$ cat config.mk
export PLATFORM = sky130hd
export DESIGN_NAME = hbs_axis
export DESIGN_NICKNAME = d
export VERILOG_FILES = /design/src/design/hbs_axis.sv
export SDC_FILE = /design/constraint.sdc
export NUM_CORES = 1
export LEC_CHECK = 0
export BUFFER_PORTS_ARGS = -buffer_cell sky130_fd_sc_hd__buf_2
export CAP_MARGIN = 20
export CORE_MARGIN = 2
export CORE_UTILIZATION = 23
export DETAILED_ROUTE_END_ITERATION = 10
export SYNTH_ARGS = -nofsm -noshare
export SYNTH_HDL_FRONTEND = slang
export SYNTH_SLANG_ARGS = --single-unit
$ cat constraint.sdc
create_clock -name vclk -period 24.7
set_clock_uncertainty 0.1 [all_clocks]
set_input_delay 3.705 -clock vclk [all_inputs]
set_output_delay 3.705 -clock vclk [all_outputs]
set_load 0.02 [all_outputs]
$ cat src/design/hbs_axis.sv
// One sample axis: scales a coordinate by the grid width, clamps the cell
// pair into the grid and derives the two clamped blend weights. No dependencies.
module hbs_axis #(
   parameter int MAX_GRID        = 256,
   parameter int COORD_FRAC_BITS = 16,
   localparam int IDX_W          = $clog2(MAX_GRID),
   localparam int WW             = $clog2(MAX_GRID + 1)
) (
   input  logic [COORD_FRAC_BITS:0]   coord,
   input  logic [WW-1:0]              width,
   output logic [IDX_W-1:0]           idx0,
   output logic [IDX_W-1:0]           idx1,
   output logic [COORD_FRAC_BITS:0]   w_lo,
   output logic [COORD_FRAC_BITS:0]   w_hi
);
   localparam int F  = COORD_FRAC_BITS;
   localparam int SW = F + 1 + WW;
   localparam int FW = SW - F;
   localparam int DW = SW + 1;

   localparam logic signed [DW-1:0] ONE = DW'(1) << F;

   logic [SW-1:0]          scaled;
   logic [FW-1:0]          fl;
   logic [FW-1:0]          fl_p1;
   logic [FW-1:0]          wm1;
   logic [FW-1:0]          a;
   logic [FW-1:0]          b;
   logic signed [DW-1:0]   lo_diff;
   logic signed [DW-1:0]   hi_diff;

   function automatic logic [F:0] clamp_w(input logic signed [DW-1:0] d);
      logic [F:0] r;
      if (d < 0) begin
         r = '0;
      end else if (d > ONE) begin
         r = ONE[F:0];
      end else begin
         r = d[F:0];
      end
      return r;
   endfunction

   always_comb begin
      scaled  = SW'(coord) * SW'(width);
      fl      = scaled[SW-1:F];
      fl_p1   = fl + FW'(1);
      wm1     = FW'(width) - FW'(1);
      a       = (fl < wm1) ? fl : wm1;
      b       = (fl_p1 < wm1) ? fl_p1 : wm1;
      lo_diff = $signed({1'b0, b, {F{1'b0}}}) - $signed({1'b0, scaled});
      hi_diff = $signed({1'b0, scaled}) - $signed({1'b0, a, {F{1'b0}}});
      idx0    = a[IDX_W-1:0];
      idx1    = b[IDX_W-1:0];
      w_lo    = clamp_w(lo_diff);
      w_hi    = clamp_w(hi_diff);
   end

endmodule

==> results of run 1 <==
## final cells by class
| type | instances | area share |
|---|---|---|
| repair buffers | 79 | 0.0449 |
| inverters | 162 | 0.0677 |
| diodes | 3 | 0.000836 |
| well taps | 461 | 0.0642 |
| multi-input cells | 866 | 0.822 |
## cell usage after synthesis (4+ instances only)
cell type,n
or3_1,9
and2_1,104
fa_1,107
nand4_1,16
inv_1,160
a31oi_1,7
a211oi_1,7
o31ai_1,7
o21bai_1,4
buf_2,14
a21oi_1,65
or4_1,7
o2111ai_1,8
or2_2,5
and3_1,9
o211a_1,6
o21ai_0,19
a21o_1,20
o211ai_1,7
nor3_1,29
nor4_1,7
nand2b_1,5
o21a_1,13
nand2_1,107
o21ai_1,5
ha_1,83
clkbuf_1,26
nor2_1,60
xor2_1,8
nand3_1,21
xnor2_1,26
and4_1,7
a2111oi_0,4
nor2b_1,7
nor3b_1,8
## routing by layer
layer,share of wire,routed length [µm],vias up
met5,0.00054,13,-
met4,0.012,289,2
met3,0.050,1200,23
met2,0.49,11800,187
met1,0.45,10700,3793
li1,-,-,3724
## through the flow
step	instances	util	area, µm²
final	1571	0.254	8980
after global routing	1570	0.254	8980
after CTS	1568	0.254	8970
after detailed placement	1568	0.254	8970
after global placement	1568	0.254	8970
after floorplan	1071	-	8180
## worst max-delay path by stage
stage	startpoint	to	slack [ns]	cells past startpoint
after floorplan	width[2]	w_hi[10]	7.37	40
after global placement	width[6]	w_hi[11]	6.22	36
after detailed placement	width[7]	w_hi[11]	6.12	36
after CTS	width[7]	w_hi[11]	6.10	36
after global routing	width[7]	w_hi[11]	5.14	36
final	width[7]	w_hi[11]	5.97	36
## layout by cell type, fill, tap and decap left out, drive strengths merged, types with 20 or more instances in the layout
cell	instances
a21o	20
a21oi	67
and2	104
buf	79
fa	107
ha	83
inv	161
nand2	107
nand3	21
nor2	60
nor3	31
o21ai	24
xnor2	29
## worst min-delay path, delay by kind of cell
| kind | cells | cell delay [ns] |
|---|---|---|
| buffers and inverters | 2 | 0.32 |
| AND/OR/NAND/NOR | 2 | 0.17 |
## cells by family after synthesis
logic type,share of synthesized area
fa+ha+maj,0.390
buf+inv,0.0971
compound gates,0.182
simple gates,0.279
xor+xnor,0.0451
mux,0.00642
==> impl_metrics.tcl, run 1 <==
set metrics [dict create \
    whs_endpoint "w_hi[0]" \
    track_usage 0.132 \
    routed_wl_um 24000 \
    die-area_um2 37100 \
    dieHeight_um 193 \
    nFillCells 3852 \
    required_ns 20.89 \
    setup_tns_ns 0 \
    busiest_layer "met2" \
    outcome "finished, final reports clean" \
    max_clock_freq_ghz 0.0534 \
    seq_cell_count 0 \
    viasPerCell 4.92 \
    path_class "input port to output port" \
    yosys.area.top_type "fa_1" \
    crit_arrival_ns 14.93 \
    nClkBuffers 0 \
    synth.distinct_cells 82 \
    grt_max_degree 27 \
    globalRouteOverflowTotal 0 \
    met2_usage 0.238 \
    avgSynthCellArea_um2 7.64 \
    port_buffers 76 \
    critPathSlowestCell "o41a_1" \
    cp_top_family "compound AO/OA/AOI/OAI gates" \
    ant_nets 0 \
    fin_ws_ns 5.97 \
    period_share 0.758 \
    fin_nets 1325 \
    slew_viol_final 0 \
    hold_depth 4 \
    regArea_um2 0 \
    io_pins 76 \
    grt_pass1_wl_um 39900 \
    finalSetupViolations 0 \
    synth_nets 1287 \
    post-route-min-period_ns 18.73 \
    synth_area_leaders "fa_1 26%, ha_1 13%, and2_1 8.0%, inv_1 7.3%, nand2_1 4.9%" \
    max_stage_delay_ns 0.69 \
    crit_buf_inv 5 \
    yosys_warnings 0 \
    vias 7729 \
    avgRoutedWirePerCell_um 15.3 \
    drv_cap 0 \
    hold_viol_final 0 \
    multiInputGateArea_um2 7380 \
    initial_utilization 0.232 \
    drtPass1Iterations 5 \
    drcViolationCount 0 \
    post_cts_buffers 0 \
    worstMarginPinSlew_ns 0.739 \
    grtUsageMet1 0.175 \
    ctsResizeCount 0 \
    met3_usage 0.0113 \
    maxSlewHeadroom 0.508 \
    fin_hold_ws_ns 7.80 \
    drtIter0Drc 366 \
    first_global_vias 7830 \
    drive_gt1_frac 0.101 \
    pre_cts_slack_ns 6.12 \
    place.gp.congestion 0.966 \
    min_from "coord[0]" \
    holdBufCountCts 0 \
    die_w_um 193 \
    dp.final_hpwl_um 20300 \
    start_kind "input port" \
    synth.top_cell.area_share 0.262 \
    rsz0062_at_grt "no" \
    syn-instance-count 1071 \
    netlist_area_um2 8180 \
    rows 69 \
    seq_area_frac_synth 0 \
    area_delta_synth_final_pct 9.79 \
    hp-class "input port to output port" \
    cp-end-kind "output port" \
    core_um2 35300 \
    crit_fanout 20 \
    antenna_found_initial 5 \
]
Power of run 1 is left out: the tool's default activity adds up to more than one toggle a clock period on the data nets, which glitch-free logic cannot reach.
==> run 2, diff against run 1 <==
--- a/config.mk
+++ b/config.mk
@@ -5,6 +5,7 @@
 export SDC_FILE = /design/constraint.sdc
 export NUM_CORES = 1
 export LEC_CHECK = 0
+export ABC_AREA = 1
 export BUFFER_PORTS_ARGS = -buffer_cell sky130_fd_sc_hd__buf_2
 export CAP_MARGIN = 20
 export CORE_MARGIN = 2
==> constraint.sdc (replaced) <==
create_clock -name vclk -period 16
set_clock_uncertainty 0.1 [all_clocks]
set_input_delay 2.4 -clock vclk [all_inputs]
set_output_delay 2.4 -clock vclk [all_outputs]
set_load 0.02 [all_outputs]
==> impl_metrics.tcl, run 2 <==
set metrics [dict create \
    outcome "finished, final reports clean" \
    die_w_um 196 \
    drcViolationCount 0 \
    holdBufCountCts 0 \
    antenna_found_initial 0 \
    netlist_area_um2 8470 \
    path_class "input port to output port" \
    synth.distinct_cells 40 \
    place.gp.congestion 0.919 \
    crit_top_cell "nand2_1" \
    syn-instance-count 1388 \
    port_buffers 76 \
    avgSynthCellArea_um2 6.10 \
    initial_utilization 0.232 \
    rows 70 \
    drtPass1Iterations 7 \
    pre_cts_slack_ns 1.67 \
    hp-class "input port to output port" \
    start_kind "input port" \
    seq_area_frac_synth 0 \
    setup_tns_ns 0 \
    synth_area_leaders "fa_1 25%, nand2_1 19%, inv_1 16%, ha_1 12%, nand3_1 3.8%" \
    yosys.area.top_type "fa_1" \
    max_stage_delay_ns 0.70 \
    vias 8113 \
    final_common_cell "nand2_1" \
    drive_gt1_frac 0.108 \
    fin_nets 1640 \
    fin_ws_ns 1.59 \
    max_clock_freq_ghz 0.0694 \
    crit_end "w_lo[10]" \
    crit_fanout 20 \
    slew_viol_final 0 \
    cp_top_family "adder cells" \
    dieHeight_um 196 \
    track_usage 0.126 \
    nFillCells 4091 \
    nClkBuffers 0 \
    drv_cap 0 \
    synth_common_cells "437 x nand2_1, 365 x inv_1, 107 x fa_1" \
    crit_arrival_ns 11.91 \
    multiInputGateArea_um2 6840 \
    post_cts_buffers 0 \
    period_share 0.900 \
    fin_area_um2 9240 \
    final_cells 1890 \
    die-area_um2 38400 \
    yosys_warnings 0 \
    n_antenna_cell 0 \
    hold_viol_final 0 \
    viasPerCell 4.29 \
    crit_cells 46 \
    worstMarginPinSlew_ns 0.883 \
    routed_wl_um 24000 \
    cp-end-kind "output port" \
    area_delta_synth_final_pct 9.13 \
    first_global_vias 7789 \
    io_pins 76 \
    grt_max_degree 21 \
    ant_nets 0 \
    required_ns 13.50 \
    globalRouteOverflowTotal 0 \
    core_um2 36400 \
    placed_cell_area_um2 9240 \
    drtIter0Drc 474 \
    cp-startpoint "width[2]" \
    avgRoutedWirePerCell_um 12.7 \
    grt_pass1_wl_um 39900 \
    maxSlewHeadroom 0.411 \
    synth.top_cell.area_share 0.253 \
    critPathSlowestCell "a21oi_1" \
    finalSetupViolations 0 \
    dp_cells 1890 \
    ctsResizeCount 0 \
    rsz0062_at_grt "no" \
    yosysMostFrequentCell "nand2_1" \
    dp.final_hpwl_um 20700 \
    seq_cell_count 0 \
    post-route-min-period_ns 14.41 \
    regArea_um2 0 \
    synth_nets 1604 \
    crit_buf_inv 8 \
    final_cell_mix "437 x nand2_1, 365 x inv_1, 107 x fa_1, 83 x ha_1, 76 x buf_2" \
]
[run 2: changes by cell type after synthesis, sizes merged, moves of 11 or more]
cell	delta
nor2	+40
nand2	+343
nand4	+12
nor3	-21
a21o	-20
inv	+221
xnor2	-21
and3	-11
nand3	+55
xor2	+12
a21oi	-35
and2	-102
[run 2: tightest hold or removal path: stages]
cell	delay [ns]
buf_2	0.16
nand2_1	0.21
nor2_1	0.07
buf_2	0.16
[run 2: cell families (layout without fill, tap and decap cells)]
group,Yosys count,in the layout,synth area share
AND/OR/NAND/NOR,676,676,0.354
buffers and inverters,424,458,0.192
adder cells (fa/ha/maj),190,190,0.375
XOR/XNOR,28,28,0.0321
AO/OA/AOI/OAI,70,70,0.0464
[run 2: how the worst min path moves through the flow]
stage / cells after the start / slack [ns] / startpoint / end
2_1_floorplan: 3 / 5.09 / width[0] / w_hi[0]
3_3_place_gp: 4 / 5.31 / coord[0] / w_lo[0]
3_5_place_dp: 4 / 5.32 / coord[0] / w_lo[0]
4_1_cts: 4 / 5.32 / coord[0] / w_lo[0]
5_1_grt: 4 / 5.38 / coord[0] / w_lo[0]
6_report: 4 / 5.30 / coord[0] / w_lo[0]
[run 2: layout make-up]
type               count  area share
inverters            382       0.155
multi-input cells    964       0.740
well taps            468      0.0633
repair buffers        76      0.0411
[run 2: stage by stage]
step	utilization	hold slack, ns
final	0.254	5.30
after global routing	0.254	5.38
after CTS	0.254	5.32
after detailed placement	0.254	5.32
after global placement	0.254	5.31
after floorplan	-	5.09
[run 2: layer usage]
layer | share of wire | global-route usage | up-vias
met5 | 0 | 0 | -
met4 | 0.016 | 0.0171 | 0
met3 | 0.048 | 0.00447 | 23
met2 | 0.44 | 0.208 | 198
met1 | 0.50 | 0.187 | 3749
li1 | - | - | 4143
Power of run 2 is left out for the same reason.
==> run 3, diff against run 2 <==
--- a/config.mk
+++ b/config.mk
@@ -11,6 +11,7 @@
 export CORE_MARGIN = 2
 export CORE_UTILIZATION = 23
 export DETAILED_ROUTE_END_ITERATION = 10
+export REMOVE_ABC_BUFFERS = 1
 export SYNTH_ARGS = -nofsm -noshare
 export SYNTH_HDL_FRONTEND = slang
 export SYNTH_SLANG_ARGS = --single-unit
==> impl_metrics.tcl, run 3 (synthesized netlist as in run 2, its figures left out) <==
set metrics [dict create \
    port_buffers 76 \
    ant_nets 0 \
    period_share 0.896 \
    cp-startpoint "width[2]" \
    first_global_vias 8038 \
    nFillCells 4156 \
    setup_tns_ns 0 \
    core_um2 36400 \
    io_pins 76 \
    n_antenna_cell 0 \
    die_w_um 196 \
    grt_pass1_wl_um 39900 \
    grt_max_degree 21 \
    initial_utilization 0.232 \
    seq_cell_count 0 \
    dp.final_hpwl_um 20300 \
    antenna_found_initial 0 \
    maxSlewHeadroom 0.407 \
    vias 8018 \
    dieHeight_um 196 \
    regArea_um2 0 \
    drtIter0Drc 410 \
    drcViolationCount 0 \
    required_ns 13.50 \
    rsz0062_at_grt "no" \
    worstMarginPinSlew_ns 0.890 \
    crit_fanout 20 \
    final_cell_mix "437 x nand2_1, 365 x inv_1, 107 x fa_1, 83 x ha_1, 76 x buf_2" \
    drive_gt1_frac 0.108 \
    crit_end "w_lo[5]" \
    globalRouteOverflowTotal 0 \
    fin_nets 1640 \
    avgRoutedWirePerCell_um 12.5 \
    outcome "finished, final reports clean" \
    crit_arrival_ns 11.84 \
    slew_viol_final 0 \
    ctsResizeCount 0 \
    max_clock_freq_ghz 0.0697 \
    cp-end-kind "output port" \
    rows 70 \
    nClkBuffers 0 \
    crit_top_cell "nand2_1" \
    post-route-min-period_ns 14.34 \
    hold_viol_final 0 \
    track_usage 0.125 \
    post_cts_buffers 0 \
    viasPerCell 4.24 \
    max_stage_delay_ns 0.70 \
    start_kind "input port" \
    place.gp.congestion 0.889 \
    finalSetupViolations 0 \
    path_class "input port to output port" \
    final_common_cell "nand2_1" \
    critPathSlowestCell "a21oi_1" \
    drtPass1Iterations 5 \
    holdBufCountCts 0 \
    area_delta_synth_final_pct 9.13 \
    drv_cap 0 \
    routed_wl_um 23600 \
    die-area_um2 38400 \
    hp-class "input port to output port" \
]
## run 3: cell counts in the layout (fill, tap and decap cells not counted)
No cell type changed its count.
## run 3: how the worst min path moves through the flow
stage,cells past startpoint,end,from
final,4,w_hi[0],coord[0]
after floorplan,2,w_hi[0],width[0]
after CTS,4,w_hi[0],coord[0]
after detailed placement,4,w_hi[0],coord[0]
after global placement,4,w_lo[0],coord[0]
after global routing,4,w_hi[0],coord[0]
## run 3: layer usage
metal | up-vias | GRT usage | wire [µm]
met1 | 3715 | 0.181 | 12100
li1 | 4142 | - | -
met2 | 149 | 0.218 | 10600
met3 | 12 | 0.00241 | 749
met5 | - | 0 | 0
met4 | 0 | 0.00870 | 159
## run 3: worst max-delay path: cells and delay by family
kind / cells / cell delay (ns)
buf+inv: 8 / 0.90
fa+ha+maj: 8 / 3.32
compound gates: 5 / 2.05
xor+xnor: 1 / 0.15
simple gates: 24 / 2.99
## run 3: metrics by stage
stage                     cells  utilization  hold WS (ns)  cell area, µm²  worst slack [ns]
after global routing       1890        0.254          5.43            9240             0.711
after global placement     1890        0.254          5.34            9240              1.87
final                      1890        0.254          5.35            9240              1.66
after CTS                  1890        0.254          5.35            9240              1.70
after detailed placement   1890        0.254          5.35            9240              1.74
after floorplan            1346            -          4.92            8280              3.07
## run 3: layout make-up
type / count / area, µm² / share of cell area
repair buffers: 76 / 380 / 0.0411
inverters: 382 / 1430 / 0.155
multi-input cells: 964 / 6840 / 0.740
well taps: 468 / 586 / 0.0633
Power of run 3 is left out for the same reason.
